[src/sv/bfm_pkg.sv]
`default_nettype none
// ----------------------------------------------------------------------------
// bfm_pkg
// Shared types and constants of the 5x5 box filter mean unit.
// ----------------------------------------------------------------------------
package bfm_pkg;

   // pixel and frame geometry
   localparam int PIXEL_W     = 8;
   localparam int DIM_W       = 13;
   localparam int MAX_WIDTH   = 4096;
   localparam int MAX_HEIGHT  = 4096;
   localparam int MIN_DIM     = 5;
   localparam int COL_W       = $clog2(MAX_WIDTH);
   localparam int ROW_W       = $clog2(MAX_HEIGHT);
   localparam int WINDOW_SIZE = 5;
   localparam int LINE_ROWS   = WINDOW_SIZE - 1;
   localparam int WORD_W      = LINE_ROWS * PIXEL_W;

   // reset frame size
   localparam logic [DIM_W-1:0] WIDTH_RESET  = DIM_W'(640);
   localparam logic [DIM_W-1:0] HEIGHT_RESET = DIM_W'(480);

   // sums: one column of five pixels, then the whole window
   localparam int COLSUM_W = 11;
   localparam int SUM_W    = 13;

   // floor(sum / 25) as (sum * 5243) >> 17, exact for sums up to 6375
   localparam int RECIP_W     = 13;
   localparam int RECIP_SHIFT = 17;
   localparam logic [RECIP_W-1:0] RECIP_25 = RECIP_W'(5243);
   localparam int PROD_W      = SUM_W + RECIP_W;

   // register map
   localparam int CSR_IDX_W = 1;
   localparam logic [CSR_IDX_W-1:0] CSR_IMAGE_WIDTH  = 1'b0;
   localparam logic [CSR_IDX_W-1:0] CSR_IMAGE_HEIGHT = 1'b1;

   // per-request flags that travel down the pipeline
   typedef struct packed {
      logic emit;
      logic last;
   } scan_tag_type;

endpackage
`default_nettype wire

[src/sv/bfm_window_sum.sv]
`default_nettype none
// ----------------------------------------------------------------------------
// bfm_window_sum
// Column sums and 5x5 window sum, two pipeline stages.
// ----------------------------------------------------------------------------
module bfm_window_sum (
   input  wire logic                          clock,
   input  wire logic                          reset,
   input  wire logic                          advance,
   input  wire logic                          in_valid,
   input  wire logic [bfm_pkg::PIXEL_W-1:0]   in_pixel,
   input  wire logic [bfm_pkg::WORD_W-1:0]    line_word,
   input  wire bfm_pkg::scan_tag_type         in_tag,
   output logic                               sum_valid,
   output logic      [bfm_pkg::SUM_W-1:0]     sum_value,
   output bfm_pkg::scan_tag_type              sum_tag
);

   logic [bfm_pkg::COLSUM_W-1:0] col_sum_in;
   logic                         col_valid_ff;
   logic [bfm_pkg::COLSUM_W-1:0] col_sum_ff;
   bfm_pkg::scan_tag_type        col_tag_ff;

   logic [bfm_pkg::COLSUM_W-1:0] hist_ff [bfm_pkg::WINDOW_SIZE-1];
   logic [bfm_pkg::SUM_W-1:0]    total_ff;
   logic [bfm_pkg::SUM_W-1:0]    total_in;
   logic                         sum_valid_ff;
   bfm_pkg::scan_tag_type        sum_tag_ff;

   // new column: four stored rows plus the arriving pixel
   always_comb begin
      col_sum_in = bfm_pkg::COLSUM_W'(in_pixel);
      for (int r = 0; r < bfm_pkg::LINE_ROWS; r++) begin
         col_sum_in = col_sum_in +
            bfm_pkg::COLSUM_W'(line_word[r*bfm_pkg::PIXEL_W +: bfm_pkg::PIXEL_W]);
      end
   end

   // column stage
   always_ff @(posedge clock) begin
      if (reset) begin
         col_valid_ff <= 1'b0;
      end else if (advance) begin
         col_valid_ff <= in_valid;
      end
   end

   always_ff @(posedge clock) begin
      if (advance && in_valid) begin
         col_sum_ff <= col_sum_in;
         col_tag_ff <= in_tag;
      end
   end

   // window sum: newest column plus the four columns before it
   always_comb begin
      total_in = bfm_pkg::SUM_W'(col_sum_ff);
      for (int k = 0; k < bfm_pkg::WINDOW_SIZE - 1; k++) begin
         total_in = total_in + bfm_pkg::SUM_W'(hist_ff[k]);
      end
   end

   always_ff @(posedge clock) begin
      if (reset) begin
         sum_valid_ff <= 1'b0;
         total_ff     <= '0;
         for (int k = 0; k < bfm_pkg::WINDOW_SIZE - 1; k++) begin
            hist_ff[k] <= '0;
         end
      end else if (advance) begin
         sum_valid_ff <= col_valid_ff;
         if (col_valid_ff) begin
            total_ff <= total_in;
            for (int k = 0; k < bfm_pkg::WINDOW_SIZE - 2; k++) begin
               hist_ff[k] <= hist_ff[k+1];
            end
            hist_ff[bfm_pkg::WINDOW_SIZE-2] <= col_sum_ff;
         end
      end
   end

   always_ff @(posedge clock) begin
      if (advance && col_valid_ff) begin
         sum_tag_ff <= col_tag_ff;
      end
   end

   assign sum_valid = sum_valid_ff;
   assign sum_value = total_ff;
   assign sum_tag   = sum_tag_ff;

endmodule
`default_nettype wire

[config.mk]
export PLATFORM = sky130hd
export DESIGN_NAME = bfm_window_sum
export DESIGN_NICKNAME = d
export VERILOG_FILES = /design/src/sv/bfm_pkg.sv /design/src/sv/bfm_window_sum.sv
export SDC_FILE = /design/constraint.sdc
export NUM_CORES = 1
export LEC_CHECK = 0
export BUFFER_PORTS_ARGS = -buffer_cell sky130_fd_sc_hd__buf_2
export CELL_PAD_IN_SITES_DETAIL_PLACEMENT = 0
export CELL_PAD_IN_SITES_GLOBAL_PLACEMENT = 1
export CORE_MARGIN = 1
export CORE_UTILIZATION = 50
export CTS_BUF_LIST = sky130_fd_sc_hd__clkbuf_8 sky130_fd_sc_hd__clkbuf_16
export DETAILED_ROUTE_END_ITERATION = 6
export PLACE_DENSITY_LB_ADDON = 0.1
export SLEW_MARGIN = 20
export SYNTH_ARGS = -nofsm -noshare
export SYNTH_HDL_FRONTEND = slang
export SYNTH_SLANG_ARGS = --single-unit
[constraint.sdc]
create_clock -name clock -period 7.5 [get_ports clock]
set_input_delay 1.125 -clock clock [delete_from_list [all_inputs] [get_ports clock]]
set_output_delay 1.125 -clock clock [all_outputs]
set_load 0.1 [all_outputs]
==> reports/results.tsv <==
stage	metric	value	unit
floorplan	dieArea	10600	um^2
setup_path	r2r-end	sum_value[7]	
synthesis	yosys-top-cells-area	edfxtp_1 35%, fa_1 22%, inv_1 13%	
placement	portBuffers	61	
global_routing	overflow	0	
global_routing	grt_pass1_vias	3338	
outcome	status	finished, final reports clean	
floorplan	fp-row-count	36	
power	power.density	332	nW/um^2
clock_tree	cts.clk_slew.worst_paths	80	ps
global_routing	use_met2	30.6	%
drt	routed_via_density	4.70	
drt	drc	0	
final_layout	final_cells	706	
sta	finalMaxSlewViolations	0	
synthesis	ys_top_cells_by_count	170 x inv_1, 59 x edfxtp_1, 55 x fa_1	
sta	grt_setup_unrepaired	false	
worst_hold_path	hold_path_class	reg2reg	
clock_tree	clock_sinks	74	
global_routing	grt_max_degree	42	
sta	slew-limit-headroom	44.3	%
drt	drtIter0Drc	84	
synthesis	synth_most_common_cell	inv_1	
synthesis	synth_edf_count	59	
sta	final.setup.tns	0	ps
worst_hold_path	whs_path_depth	0	
synthesis	synthArstFlopShare	0	%
setup_path	reg2reg_depth	12	
clock_tree	cts_resized	0	
synthesis	yosysUniqueCellTypes	40	
sta	skew	6.90	ps
clock_tree	cts_tree	yes	
global_routing	grtUsageMet1	21.6	%
clock_tree	cts-root-buf	clkbuf_8	
drt	num_vias	3321	
synthesis	synth.top_cell.area_share	34.7	%
global_routing	grt_pass1_wl	14100	um
final_layout	antenna_cells	0	
floorplan	start_util	52.0	%
sta	period_needed	4000	ps
worst_hold_path	min_from	col_tag_ff[1]	
sta	final_hold_viol_count	0	
placement	place.gp.congestion	0.731	
setup_path	worstSetupStartpointType	input port	
setup_path	crit_required	7600	ps
setup_path	crit_path_end_kind	flip-flop	
synthesis	ys_warn_count	0	
power	p_leak	2.98	nW
placement	dpl.hpwl	6140	um
power	peakVddDrop	0.128	mV
global_routing	gr-usage-met3	2.31	%
final_layout	fillers	892	
setup_path	critical_path.max_fanout	3	
clock_tree	cts_buffer_depth	2	
global_routing	grt_use_total	17.4	%
synthesis	syn-num-nets	632	
final_layout	nets	696	
run	maxCapViolCount	0	
placement	placed_cells	692	
drt	drt-pass1-iter-count	4	
synthesis	ys_seq_area_share	40.6	%
floorplan	die_x	103	um
synthesis	yosys.area.top_type	edfxtp_1	
floorplan	core_area	9820	um^2
sta	final-setup-viol-count	0	
sta	tightest_slew	834	ps
synthesis	avgSynthCellArea	10.1	um^2
clock_tree	clk_latency	350	ps
synthesis	synthCells	506	
synthesis	syn-cell-area	5100	um^2
sta	timing.hold.ws	422	ps
final_layout	layout-drive-gt1-share	14.7	%
setup_path	path_class	in2reg	
power	totalPowerFinal	1.93	mW
clock_tree	htreeDepth	3	
drt	ant_nets	0	
clock_tree	cts_buffers	9	
final_layout	areaGrowthSynthToFinish	13.8	%
floorplan	fp.dieH	103	um
clock_tree	post_cts_buffers	0	
clock_tree	ctsHoldBuffers	0	
synthesis	ys_seq_elements	74	
sta	fmax	250	MHz
drt	wirelength	8100	um
sta	period_share	53.3	%
global_routing	antenna_found_initial	0	
worst_hold_path	min_to	sum_tag[1]	
drt	avgRoutedWirePerCell	11.5	um
setup_path	r2r-start	col_sum_ff[1]	
floorplan	io_pins	62	
global_routing	busiest_layer	met2	
setup_path	r2r_setup_slack	3620	ps
setup_path	arrival	4090	ps
synthesis	ys.flop_type	edfxtp_1	
## routing by layer
metal	up-vias	wire, um
met5	-	0
met3	13	215
li1	1673	-
met4	0	149
met1	1571	3780
met2	64	3950
## critical path, cell delays in order
cell and delay [ps]:
buf_2 80, inv_1 40, fa_1 530, inv_1 50, fa_1 500, inv_1 50, fa_1 550, inv_1 60
ha_1 280, a21o_1 170, a21oi_1 300, o21bai_1 110, a21oi_1 180, xnor2_1 80
## state kept, by name, summed over array words and instances (netlist names)
name / count
col_sum_ff: 11
col_tag_ff: 2
col_valid_ff: 1
hist_ff: 44
sum_tag: 2
sum_valid: 1
sum_value: 13
## where the power goes
group | leakage, nW | total (mW) | switching [mW] | internal [mW]
clock network | 0.125 | 0.399 | 0.148 | 0.252
logic | 2.13 | 1.01 | 0.615 | 0.390
registers | 0.720 | 0.521 | 0.0152 | 0.506
## logic make-up after synthesis
group / share of synthesized area, %
flops: 40.6
mux: 0.392
xor+xnor: 1.54
simple gates: 10.1
buf+inv: 13.2
fa+ha+maj: 27.7
compound gates: 6.38
## worst max path at each step
| stage | startpoint | to | slack [ps] |
|---|---|---|---|
| 2_1_floorplan | in_pixel[2] | col_sum_ff[6] | 3400 |
| 3_3_place_gp | in_pixel[1] | col_sum_ff[9] | 3210 |
| 3_5_place_dp | in_pixel[2] | col_sum_ff[6] | 3140 |
| 4_1_cts | in_pixel[2] | col_sum_ff[6] | 3520 |
| 5_1_grt | in_pixel[2] | col_sum_ff[6] | 3350 |
| 6_report | in_pixel[2] | col_sum_ff[6] | 3500 |
## cell type report
class,count,area (um^2),area share [%]
Multi-Input combinational cell,252,2350,40.6
Clock inverter,5,129,2.22
Tap cell,133,166,2.87
Sequential cell,74,2070,35.7
Inverter,170,638,11.0
Clock buffer,9,124,2.13
Timing Repair Buffer,63,320,5.52
## stage by stage
step | setup slack [ps] | instance area [um^2] | utilization, %
finish | 3500 | 5800 | 59.1
floorplan | 3400 | 5100 | -
global route | 3350 | 5800 | 59.1
global placement | 3210 | 5550 | 56.5
CTS | 3520 | 5800 | 59.1
detailed placement | 3140 | 5550 | 56.5
## cell usage in the layout, fill, tap and decap left out, types with 2 or more instances in the layout
cell and count:
nor2b_1 2, inv_1 170, a21oi_1 22, edfxtp_1 59, bufinv_16 4, nor3_1 6, fa_1 55, nor2_1 39
nand3_1 9, xnor2_1 7, ha_1 25, nand4_1 2, clkbuf_8 9, xor2_1 2, and2_1 4, a211oi_1 4
dfxtp_1 15, o21ai_0 9, mux2i_1 2, and3_1 16, o31ai_1 2, nand2_1 25, a21o_1 4, buf_4 2
buf_2 61
(Power assumes the default switching activity.)
