**src/sv/bfm_pkg.sv**
```systemverilog
`default_nettype none
// ----------------------------------------------------------------------------
// bfm_pkg
// Shared types and constants of the 5x5 box filter mean unit.
// ----------------------------------------------------------------------------
package bfm_pkg;

   // pixel and frame geometry
   localparam int PIXEL_W     = 8;
   localparam int DIM_W       = 13;
   localparam int MAX_WIDTH   = 4096;
   localparam int MAX_HEIGHT  = 4096;
   localparam int MIN_DIM     = 5;
   localparam int COL_W       = $clog2(MAX_WIDTH);
   localparam int ROW_W       = $clog2(MAX_HEIGHT);
   localparam int WINDOW_SIZE = 5;
   localparam int LINE_ROWS   = WINDOW_SIZE - 1;
   localparam int WORD_W      = LINE_ROWS * PIXEL_W;

   // reset frame size
   localparam logic [DIM_W-1:0] WIDTH_RESET  = DIM_W'(640);
   localparam logic [DIM_W-1:0] HEIGHT_RESET = DIM_W'(480);

   // sums: one column of five pixels, then the whole window
   localparam int COLSUM_W = 11;
   localparam int SUM_W    = 13;

   // floor(sum / 25) as (sum * 5243) >> 17, exact for sums up to 6375
   localparam int RECIP_W     = 13;
   localparam int RECIP_SHIFT = 17;
   localparam logic [RECIP_W-1:0] RECIP_25 = RECIP_W'(5243);
   localparam int PROD_W      = SUM_W + RECIP_W;

   // register map
   localparam int CSR_IDX_W = 1;
   localparam logic [CSR_IDX_W-1:0] CSR_IMAGE_WIDTH  = 1'b0;
   localparam logic [CSR_IDX_W-1:0] CSR_IMAGE_HEIGHT = 1'b1;

   // per-request flags that travel down the pipeline
   typedef struct packed {
      logic emit;
      logic last;
   } scan_tag_type;

endpackage
`default_nettype wire

```
**src/sv/bfm_scan_ctrl.sv**
```systemverilog
`default_nettype none
// ----------------------------------------------------------------------------
// bfm_scan_ctrl
// Frame size registers, per-frame size latch and raster position counters.
// ----------------------------------------------------------------------------
module bfm_scan_ctrl (
   input  wire logic                           clock,
   input  wire logic                           reset,
   input  wire logic                           csr_wr_en,
   input  wire logic [bfm_pkg::CSR_IDX_W-1:0]  csr_index,
   input  wire logic [bfm_pkg::DIM_W-1:0]      csr_data,
   input  wire logic                           accept,
   output logic      [bfm_pkg::COL_W-1:0]      cur_col,
   output bfm_pkg::scan_tag_type               cur_tag
);

   localparam logic [bfm_pkg::DIM_W-1:0] DIM_MIN  = bfm_pkg::DIM_W'(bfm_pkg::MIN_DIM);
   localparam logic [bfm_pkg::DIM_W-1:0] WIDTH_MAX = bfm_pkg::DIM_W'(bfm_pkg::MAX_WIDTH);
   localparam logic [bfm_pkg::DIM_W-1:0] HEIGHT_MAX =
      bfm_pkg::DIM_W'(bfm_pkg::MAX_HEIGHT);
   localparam logic [bfm_pkg::COL_W-1:0] COL_FIRST_OUT =
      bfm_pkg::COL_W'(bfm_pkg::WINDOW_SIZE - 1);
   localparam logic [bfm_pkg::ROW_W-1:0] ROW_FIRST_OUT =
      bfm_pkg::ROW_W'(bfm_pkg::WINDOW_SIZE - 1);

   logic [bfm_pkg::DIM_W-1:0] width_cfg_ff;
   logic [bfm_pkg::DIM_W-1:0] height_cfg_ff;
   logic [bfm_pkg::DIM_W-1:0] frame_w_ff;
   logic [bfm_pkg::DIM_W-1:0] frame_h_ff;
   logic [bfm_pkg::COL_W-1:0] col_ff;
   logic [bfm_pkg::ROW_W-1:0] row_ff;
   logic [bfm_pkg::COL_W-1:0] col_in;
   logic [bfm_pkg::ROW_W-1:0] row_in;

   logic                      frame_start;
   logic [bfm_pkg::DIM_W-1:0] eff_w;
   logic [bfm_pkg::DIM_W-1:0] eff_h;
   logic [bfm_pkg::DIM_W-1:0] w_clamped;
   logic [bfm_pkg::DIM_W-1:0] h_clamped;
   logic                      col_last;
   logic                      row_last;

   // clamp configured sizes into the supported range
   always_comb begin
      if (width_cfg_ff < DIM_MIN) begin
         w_clamped = DIM_MIN;
      end else if (width_cfg_ff > WIDTH_MAX) begin
         w_clamped = WIDTH_MAX;
      end else begin
         w_clamped = width_cfg_ff;
      end
      if (height_cfg_ff < DIM_MIN) begin
         h_clamped = DIM_MIN;
      end else if (height_cfg_ff > HEIGHT_MAX) begin
         h_clamped = HEIGHT_MAX;
      end else begin
         h_clamped = height_cfg_ff;
      end
   end

   // the first pixel of a frame uses the fresh size, later ones the latched size
   assign frame_start = (col_ff == '0) && (row_ff == '0);
   assign eff_w = frame_start ? w_clamped : frame_w_ff;
   assign eff_h = frame_start ? h_clamped : frame_h_ff;

   assign col_last = ({1'b0, col_ff} + bfm_pkg::DIM_W'(1)) >= eff_w;
   assign row_last = ({1'b0, row_ff} + bfm_pkg::DIM_W'(1)) >= eff_h;

   // next raster position
   always_comb begin
      col_in = col_ff + bfm_pkg::COL_W'(1);
      row_in = row_ff;
      if (col_last) begin
         col_in = '0;
         row_in = row_last ? '0 : row_ff + bfm_pkg::ROW_W'(1);
      end
   end

   // registers and counters
   always_ff @(posedge clock) begin
      if (reset) begin
         width_cfg_ff  <= bfm_pkg::WIDTH_RESET;
         height_cfg_ff <= bfm_pkg::HEIGHT_RESET;
         frame_w_ff    <= bfm_pkg::WIDTH_RESET;
         frame_h_ff    <= bfm_pkg::HEIGHT_RESET;
         col_ff        <= '0;
         row_ff        <= '0;
      end else begin
         if (csr_wr_en) begin
            case (csr_index)
               bfm_pkg::CSR_IMAGE_WIDTH:  width_cfg_ff  <= csr_data;
               bfm_pkg::CSR_IMAGE_HEIGHT: height_cfg_ff <= csr_data;
               default: ;
            endcase
         end
         if (accept) begin
            if (frame_start) begin
               frame_w_ff <= w_clamped;
               frame_h_ff <= h_clamped;
            end
            col_ff <= col_in;
            row_ff <= row_in;
         end
      end
   end

   assign cur_col      = col_ff;
   assign cur_tag.emit = (row_ff >= ROW_FIRST_OUT) && (col_ff >= COL_FIRST_OUT);
   assign cur_tag.last = col_last && row_last;

endmodule
`default_nettype wire

```
**config.mk**
```make
export PLATFORM = sky130hd
export DESIGN_NAME = bfm_scan_ctrl
export DESIGN_NICKNAME = d
export VERILOG_FILES = /design/src/sv/bfm_pkg.sv /design/src/sv/bfm_scan_ctrl.sv
export SDC_FILE = /design/constraint.sdc
export NUM_CORES = 1
export LEC_CHECK = 0
export BUFFER_PORTS_ARGS = -buffer_cell sky130_fd_sc_hd__buf_2
export CORE_ASPECT_RATIO = 0.6
export CORE_MARGIN = 2
export CORE_UTILIZATION = 55
export CTS_CLUSTER_SIZE = 16
export DETAILED_ROUTE_END_ITERATION = 16
export GPL_TIMING_DRIVEN = 0
export PLACE_DENSITY_LB_ADDON = 0.12
export REMOVE_ABC_BUFFERS = 1
export SYNTH_ARGS = -nofsm -noshare
export SYNTH_HDL_FRONTEND = slang
export SYNTH_SLANG_ARGS = --single-unit
```
**constraint.sdc**
```tcl
create_clock -name clock -period 4.61 [get_ports clock]
set_clock_uncertainty 0.1 [all_clocks]
set_input_delay 0.461 -clock clock [delete_from_list [all_inputs] [get_ports clock]]
set_output_delay 0.461 -clock clock [all_outputs]
set_load 0.005 [all_outputs]
```
==> results.yml, run 1 <==
status:
  status: "complete, no violations"
cells_and_area:
  syn_to_final_growth_pct: 12.16
  final_common_cell: "nand2_1"
  mostFrequentLayoutCells: "86 x nand2_1, 76 x dfxtp_1, 57 x a21oi_1"
  final_nets: 594
  drive_above_1_share_pct: 12.89
  diodes: 0
detailed_routing:
  ant_nets: 0
  drc: 0
  drt-pass1-iter-count: 5
  wire_per_inst_um: 17.32
  postRouteWirelength_um: 11350
  drt_iter0_markers: 319
  viasPerCell: 6.224
  vias: 4077
pwr:
  peakVddDrop_v: 0.0001785
  comb_power_share_pct: 17.5
  leakage_nw: 2.053
  p_sw_mw: 0.5092
  p_sw_share_pct: 28.96
  powerDensity_nw_per_um2: 363.6
  pwr-share-clk_pct: 41.9
  internal_power_mw: 1.249
  seqPwrFrac_pct: 40.6
sta:
  setup_viol: 0
  hold_violations: 0
  period_minus_slack_ns: 4.317
  rsz0062_at_grt: "false"
  worst_slack_ns: 0.2930
  max_freq_mhz: 231.6
  setup_tns_ns: 0
  final_max_slew_viol_count: 0
  slew_headroom_pct: 25.41
  fin_crit_sh_pct: 93.64
  worst_slew_pin_slew_ns: 1.119
worst_setup_path:
  crit_path_cell_trace: "nor4_1 > nand3_1 > o32ai_2 > and3_1 > a21oi_1 > ha_1 > a221o_1 > a2111oi_4 > a21o_2 > nor2_1 > buf_2"
  cp_max_fo: 15
  cp_slowest_cell: "o32ai_2"
  cpPeakStageDelay_ns: 0.63
  setup.worst_path.start_class: "flip-flop"
  crit_arrival_ns: 3.76
  cp-end-kind: "output pin"
  critPathBufInv: 1
  crit_family: "compound AO/OA/AOI/OAI gates"
  cp.required_ns: 4.05
  path_class: "flip-flop to output pin"
  reg2regPathDepth: 12
  cp.depth: 11
synthesis:
  synth_flop_cell: "dfxtp_1"
  ys_async_sr_fraction_pct: 0
  synth_seq_cells: 76
  seq_area_frac_synth_pct: 35.29
  synth_area_per_cell_sq_um: 8.120
  synth_edf_count: 0
  yosys_warnings: 0
  ys_types: 56
  synthCells: 531
  syn_area_sq_um: 4312
placed_design:
  dp.final_hpwl_um: 8004
  placement.io_buffers: 31
  preCtsSetupSlack_ns: 0.1204
  gp_congestion: 0.9035
global_route:
  grt-ovfl-total: 0
  gr-usage-all-layers_pct: 27.89
  antenna_found_initial: 0
  grt_max_degree: 58
  grt_pass1_vias: 3746
  grt_pass1_wl_um: 18640
floorplanning:
  start_util_pct: 58.13
  ios: 32
  die_area_sq_um: 8587
  die_x_um: 118.3
  die_h_um: 72.58
  rows: 24
  fp.coreArea_sq_um: 7417
clocking:
  clk_pin_slew_worst_paths_ns: 0.06
  hold_buffers: 0
  h-tree-depth: 3
  cts_buffer_depth: 2
  clkLatencyLatePin_ns: 0.34
  numCtsBuffers: 9
  cts_tree: "done"
  cts_num_sinks: 76
  root_buffer: "clkbuf_16"
run:
  drv_cap: 0
min_path:
  hp-class: "input pin to flip-flop"
  min_path_cells: 3
[kinds of logic (layout without fill, tap and decap cells)]
family / count (synthesis) / in the layout / share of synthesized area (%)
multiplexers: 2 / 2 / 0.4643
adder cells (fa/ha/maj): 30 / 30 / 8.706
flip-flops: 76 / 76 / 35.29
buffers and inverters: 42 / 62 / 4.034
XOR/XNOR: 17 / 17 / 3.453
AND/OR/NAND/NOR: 225 / 225 / 25.83
AO/OA/AOI/OAI: 139 / 139 / 22.23
[metrics by stage]
stage               hold WS [ns]  utilization, %  cell area (sq um)  std cells  power, mW
floorplan                 0.3262               -               4187        502     0.9156
global placement          0.3387           60.29               4472        637     0.9988
detailed placement        0.3501           60.29               4472        637      1.010
CTS                       0.2575           64.63               4793        653      1.743
global route              0.2705           65.20               4836        655      1.831
finish                    0.2656           65.20               4836        655      1.758
[area by class of cell]
cell class              instances  area (sq um)
clock buffers                  11         252.7
clock inverters                 5         60.06
inverters                      13         48.80
multi-input cells             413          2640
repair buffers                 33         182.7
well taps                     104         130.1
flip-flops and latches         76          1521
fillers                       667          2581
[worst register-to-register path: stages (launching register included)]
cell and delay, ns:
dfxtp_1 0.36, nor4_1 0.30, nand3_1 0.22, or3_4 0.57
a21oi_4 0.32, a22oi_1 0.14, ha_1 0.34, a21o_1 0.18
a21oi_1 0.16, o211ai_1 0.16, a211oi_2 0.63, and2_1 0.46
a221o_1 0.22
[synthesized netlist by cell type (all sizes together), types with 6 or more instances]
library cell	count	share of area (%)
nand2b	10	1.5
clkbuf	17	1.5
a211oi	8	1.5
nor2	34	3.0
dfxtp	76	35
xor2	7	1.4
nand4	8	1.2
ha	30	8.7
nor4	6	1.0
a22o	13	2.6
and3	21	3.2
buf	12	1.4
nand3	28	3.4
inv	13	1.1
a221o	12	2.8
nand2	86	7.5
o21ai	11	1.3
a22oi	8	1.4
nor3	9	1.3
xnor2	10	2.0
a21oi	59	7.2
[timing repair]
item                                   in CTS  in global routing
endpoints found under the hold margin       0                  0
pin swaps                                   0                  1
setup buffers                               0                  2
gates resized for setup                     2                  4
setup endpoints to repair                   1                 10
[worst paths after layout]
kind,start,endpoint,slack [ns]
worst max-delay path,width_cfg_ff[6],cur_tag[0],0.29
worst max register to register,cur_col[5],row_ff[7],0.41
worst min-delay path,csr_data[7],width_cfg_ff[7],0.27
worst min register to register,frame_h_ff[2],frame_h_ff[2],0.36
[metal layers]
metal | vias to the layer above | track usage, % | share of wire, %
met3 | 16 | 7.422 | 8.1
met2 | 157 | 39.43 | 40
met5 | - | 0 | 0
met1 | 1946 | 41.18 | 50
li1 | 1958 | - | -
met4 | 0 | 8.969 | 1.3
[state kept, by name, summed over array words and instances, names as in the netlist]
signal / cells
width_cfg_ff: 13
height_cfg_ff: 13
frame_w_ff: 13
cur_col: 12
row_ff: 12
frame_h_ff: 13
[power groups by stage]
| stage | logic [mW] | clock network (mW) | registers [mW] |
|---|---|---|---|
| finish | 0.307 | 0.737 | 0.714 |
| global route | 0.342 | 0.771 | 0.718 |
| CTS | 0.286 | 0.744 | 0.713 |
| detailed placement | 0.284 | 0 | 0.727 |
| global placement | 0.273 | 0 | 0.726 |
| floorplan | 0.196 | 0 | 0.719 |
Note: power is estimated with default switching activity, not from simulation.
==> run 2, diff against run 1 <==
CELL_PAD_IN_SITES_DETAIL_PLACEMENT = 1   (was default)
CELL_PAD_IN_SITES_GLOBAL_PLACEMENT = 1   (was default)
CORE_UTILIZATION = 45   (was 55)
CTS_BUF_LIST = sky130_fd_sc_hd__clkbuf_8 sky130_fd_sc_hd__clkbuf_16   (was default)
==> results.yml, run 2 (synthesized netlist as in run 1, its figures left out) <==
clocking:
  root_buffer: "clkbuf_16"
  h-tree-depth: 3
  cts_buffer_depth: 2
  cts_tree: "done"
  clk_pin_slew_worst_paths_ns: 0.07
  clkLatencyLatePin_ns: 0.34
  cts_num_sinks: 76
  numCtsBuffers: 9
  hold_buffers: 0
pwr:
  leakage_nw: 2.036
  comb_power_share_pct: 18.4
  powerDensity_nw_per_um2: 352.6
  pwr-share-clk_pct: 39.9
  p_total_mw: 1.711
  p_sw_share_pct: 31.49
  internal_power_mw: 1.172
  peakVddDrop_v: 0.0002149
  p_sw_mw: 0.5386
  seqPwrFrac_pct: 41.8
global_route:
  grt-ovfl-total: 0
  grt_pass1_wl_um: 20600
  gr-usage-all-layers_pct: 25.29
  grt_max_degree: 58
  antenna_found_initial: 0
  grt_pass1_vias: 4004
floorplanning:
  die_h_um: 79.82
  die_x_um: 130.4
  fp.coreArea_sq_um: 9256
  start_util_pct: 46.58
  die_area_sq_um: 10410
  rows: 27
  ios: 32
sta:
  fin_crit_sh_pct: 93.97
  setup_tns_ns: 0
  period_minus_slack_ns: 4.332
  rsz0062_at_grt: "false"
  setup_viol: 0
  worst_slew_pin_slew_ns: 1.123
  slew_headroom_pct: 25.10
  hold_violations: 0
  max_freq_mhz: 230.8
  final_max_slew_viol_count: 0
run:
  drv_cap: 0
cells_and_area:
  syn_to_final_growth_pct: 12.51
  diodes: 0
  fillers: 1150
  final_common_cell: "nand2_1"
  seq_area_sq_um: 1521
  drive_above_1_share_pct: 13.07
  final_nets: 594
  mostFrequentLayoutCells: "86 x nand2_1, 76 x dfxtp_1, 56 x a21oi_1"
  multiInputGateArea_sq_um: 2655
worst_setup_path:
  cp.required_ns: 4.05
  regToRegEndpoint: "row_ff[2]"
  cp-end-kind: "output pin"
  setup.worst_path.start_class: "flip-flop"
  path_class: "flip-flop to output pin"
  r2r_start: "cur_col[2]"
  cp_max_fo: 26
  crit_arrival_ns: 3.77
  reg2regPathDepth: 12
  r2r_setup_slack_ns: 0.40
placed_design:
  gp_congestion: 0.8001
  placement.io_buffers: 31
  dp.final_hpwl_um: 8987
detailed_routing:
  viasPerCell: 5.859
  drt_iter0_markers: 212
  drc: 0
  wire_per_inst_um: 18.28
  vias: 3990
  postRouteWirelength_um: 12450
  ant_nets: 0
  drt-pass1-iter-count: 5
min_path:
  hold_start: "csr_data[7]"
  hp-class: "input pin to flip-flop"
  min_path_cells: 3
  hold_path_end: "width_cfg_ff[7]"
status:
  status: "complete, no violations"
[run 2: cell type report]
class,count,share of cell area (%)
clock buffer,9,4.643
clock inverter,7,1.135
inverter,13,1.006
multi-input combinational,413,54.73
sequential,76,31.36
tap,130,3.353
timing repair buffer,33,3.766
[run 2: repair_timing]
action	CTS	global route
endpoints found under the setup margin	1	10
cloned	0	0
buffers inserted	0	2
endpoints found under the hold margin	0	0
pin swaps	0	1
resized for setup	3	5
[run 2: worst max-delay path by stage]
stage / start / to / slack, ns / cells past startpoint
after floorplan: cur_col[2] / cur_tag[0] / 0.94 / 9
after global placement: cur_col[5] / row_ff[4] / 0.19 / 12
after detailed placement: cur_col[5] / row_ff[2] / 0.11 / 12
after CTS: cur_col[2] / cur_tag[0] / 0.01 / 12
after global routing: cur_col[5] / cur_tag[0] / 0.02 / 12
final: cur_col[2] / cur_tag[0] / 0.28 / 12
[run 2: per-layer routing]
| layer | part of all wire [%] | vias up | track usage [%] |
|---|---|---|---|
| met3 | 3.4 | 10 | 4.826 |
| met2 | 45 | 54 | 40.94 |
| met1 | 50 | 1968 | 35.39 |
| met5 | 0 | - | 0 |
| met4 | 0.78 | 0 | 4.681 |
| li1 | - | 1958 | - |
[run 2: metrics by stage]
step | hold slack, ns | util [%] | std cells | setup slack [ns] | instance area (sq um)
after detailed placement | 0.3461 | 48.66 | 663 | 0.1117 | 4504
after floorplan | 0.3262 | - | 502 | 0.9446 | 4187
final | 0.2716 | 52.41 | 681 | 0.2779 | 4851
after global placement | 0.3398 | 48.66 | 663 | 0.1888 | 4504
after CTS | 0.2608 | 51.80 | 679 | 0.01362 | 4795
after global routing | 0.2768 | 52.41 | 681 | 0.01919 | 4851
[run 2: critical path, cell delays in order, from the launching register on]
cell and delay [ns]:
dfxtp_1 0.41, nor4_2 0.28, nand3_1 0.23, or3_4 0.59, a21oi_4 0.32, a22oi_1 0.13
ha_1 0.35, a21o_1 0.19, a21oi_1 0.16, o211ai_1 0.14, a21oi_1 0.38, nor2_1 0.11
buf_2 0.14
[run 2: power groups by stage]
stage               Clock (mW)  Sequential, mW  Combinational [mW]
CTS                      0.693           0.714               0.295
finish                   0.682           0.715               0.314
global route             0.723           0.718               0.351
floorplan                    0           0.719               0.196
global placement             0           0.726               0.276
detailed placement           0           0.728               0.289
==> run 3, diff against run 2 <==
GPL_TIMING_DRIVEN = default   (was 0)
==> results.yml, run 3 (synthesized netlist as in run 1, its figures left out) <==
status:
  status: "complete, no violations"
clocking:
  cts_setup_buffers: 0
  ctsResizeCount: 0
  clkLatencyLatePin_ns: 0.34
  cts_buffer_depth: 2
  numCtsBuffers: 9
  cts_num_sinks: 76
  cts_tree: "done"
  clk_pin_slew_worst_paths_ns: 0.06
  root_buffer: "clkbuf_16"
  h-tree-depth: 3
  hold_buffers: 0
cells_and_area:
  final_common_cell: "nand2_1"
  final_nets: 598
  syn_to_final_growth_pct: 13.55
  diodes: 0
  drive_above_1_share_pct: 12.61
  layoutNonFillerInstCount: 685
  design_area_sq_um: 4896
  mostFrequentLayoutCells: "86 x nand2_1, 76 x dfxtp_1, 57 x a21oi_1"
sta:
  final_max_slew_viol_count: 0
  max_freq_mhz: 234.1
  period_minus_slack_ns: 4.272
  setup_tns_ns: 0
  slew_headroom_pct: 42.14
  worst_slew_pin_slew_ns: 0.8647
  rsz0062_at_grt: "false"
  fin_crit_sh_pct: 92.66
  hold_violations: 0
  setup_viol: 0
detailed_routing:
  vias: 3976
  viasPerCell: 5.804
  drc: 0
  wire_per_inst_um: 18.37
  ant_nets: 0
  postRouteWirelength_um: 12590
  drt-pass1-iter-count: 5
  drt_iter0_markers: 165
min_path:
  hold_start: "csr_data[7]"
  hold_path_end: "width_cfg_ff[7]"
  hp-class: "input pin to flip-flop"
  min_path_cells: 3
worst_setup_path:
  crit_arrival_ns: 3.71
  r2r_start: "cur_col[2]"
  setup.worst_path.start_class: "flip-flop"
  r2r_setup_slack_ns: 0.64
  cp-end-kind: "output pin"
  reg2regPathDepth: 12
  cpPeakStageDelay_ns: 0.52
  cp_max_fo: 15
  cp_slowest_cell: "or3_4"
  cp.required_ns: 4.05
  path_class: "flip-flop to output pin"
  critPathBufInv: 1
  regToRegEndpoint: "row_ff[8]"
  crit_top_cell: "a21oi_1"
  crit_family: "simple AND/OR/NAND/NOR gates"
  crit_path_cell_trace: "nor4_1 > nand3_1 > or3_4 > a21oi_4 > a22oi_1 > ha_1 > a21o_1 > a21oi_1 > o211ai_1 > a21oi_1 > nor2_1 > buf_2"
floorplanning:
  die_h_um: 79.82
  die_area_sq_um: 10410
  die_x_um: 130.4
  ios: 32
  fp.coreArea_sq_um: 9256
  start_util_pct: 46.58
  rows: 27
global_route:
  grt_pass1_vias: 4040
  gr-usage-all-layers_pct: 25.76
  grt-ovfl-total: 0
  grt_pass1_wl_um: 20880
  antenna_found_initial: 0
  grt_max_degree: 33
placed_design:
  placement.io_buffers: 31
  placed_cells: 669
  dp.final_hpwl_um: 9387
  dpl-instance-area_sq_um: 4549
  gp_congestion: 0.8483
pwr:
  peakVddDrop_v: 0.0001987
  leakage_nw: 2.083
  powerDensity_nw_per_um2: 375.7
run:
  drv_cap: 0
## run 3: changes by cell type in the layout (fill, tap and decap cells not counted), sizes merged
cell,previous run,this run
clkinv,1,3
bufinv,0,3
clkinvlp,2,0
buf,33,37
inv,17,14
## run 3: metrics by stage
step | utilization (%) | setup WS (ns) | hold WS (ns) | total power [mW]
finish | 52.89 | 0.3384 | 0.2594 | 1.840
global route | 52.89 | 0.05006 | 0.2742 | 1.924
CTS | 52.84 | 0.1388 | 0.2461 | 1.853
detailed placement | 49.15 | 0.5595 | 0.3536 | 1.028
global placement | 49.15 | 0.7047 | 0.3434 | 1.013
floorplan | - | 0.9446 | 0.3262 | 0.9156
## run 3: how the worst max path moves through the flow
stage	slack, ns	endpoint	depth (start not counted)	from
4_1_cts	0.14	cur_tag[0]	12	row_ff[5]
3_5_place_dp	0.56	cur_tag[0]	12	row_ff[6]
3_3_place_gp	0.70	cur_tag[0]	12	row_ff[11]
2_1_floorplan	0.94	cur_tag[0]	9	cur_col[2]
5_1_grt	0.05	cur_tag[0]	12	row_ff[11]
6_report	0.34	cur_tag[0]	12	row_ff[6]
## run 3: worst min-delay path, cell delays in order
cell and delay, ns:
buf_2 0.09, nand2_1 0.04, nand3_1 0.06
## run 3: metal layers
metal | track usage (%) | share of wire [%]
met2 | 41.26 | 46
met3 | 5.362 | 4.8
met1 | 35.50 | 48
met5 | 0 | 0
met4 | 6.383 | 1.2
## run 3: area by class of cell
class / instances / area, sq um
sequential: 76 / 1521
clock inverter: 7 / 116.4
tap: 130 / 162.7
clock buffer: 9 / 225.2
fill: 1160 / 4360
timing repair buffer: 37 / 200.2
inverter: 13 / 48.80
multi-input combinational: 413 / 2621
## run 3: power breakdown
group | switching (mW) | internal (mW) | total (mW)
Sequential | 0.0278 | 0.687 | 0.715
Clock | 0.291 | 0.528 | 0.819
Combinational | 0.195 | 0.111 | 0.306
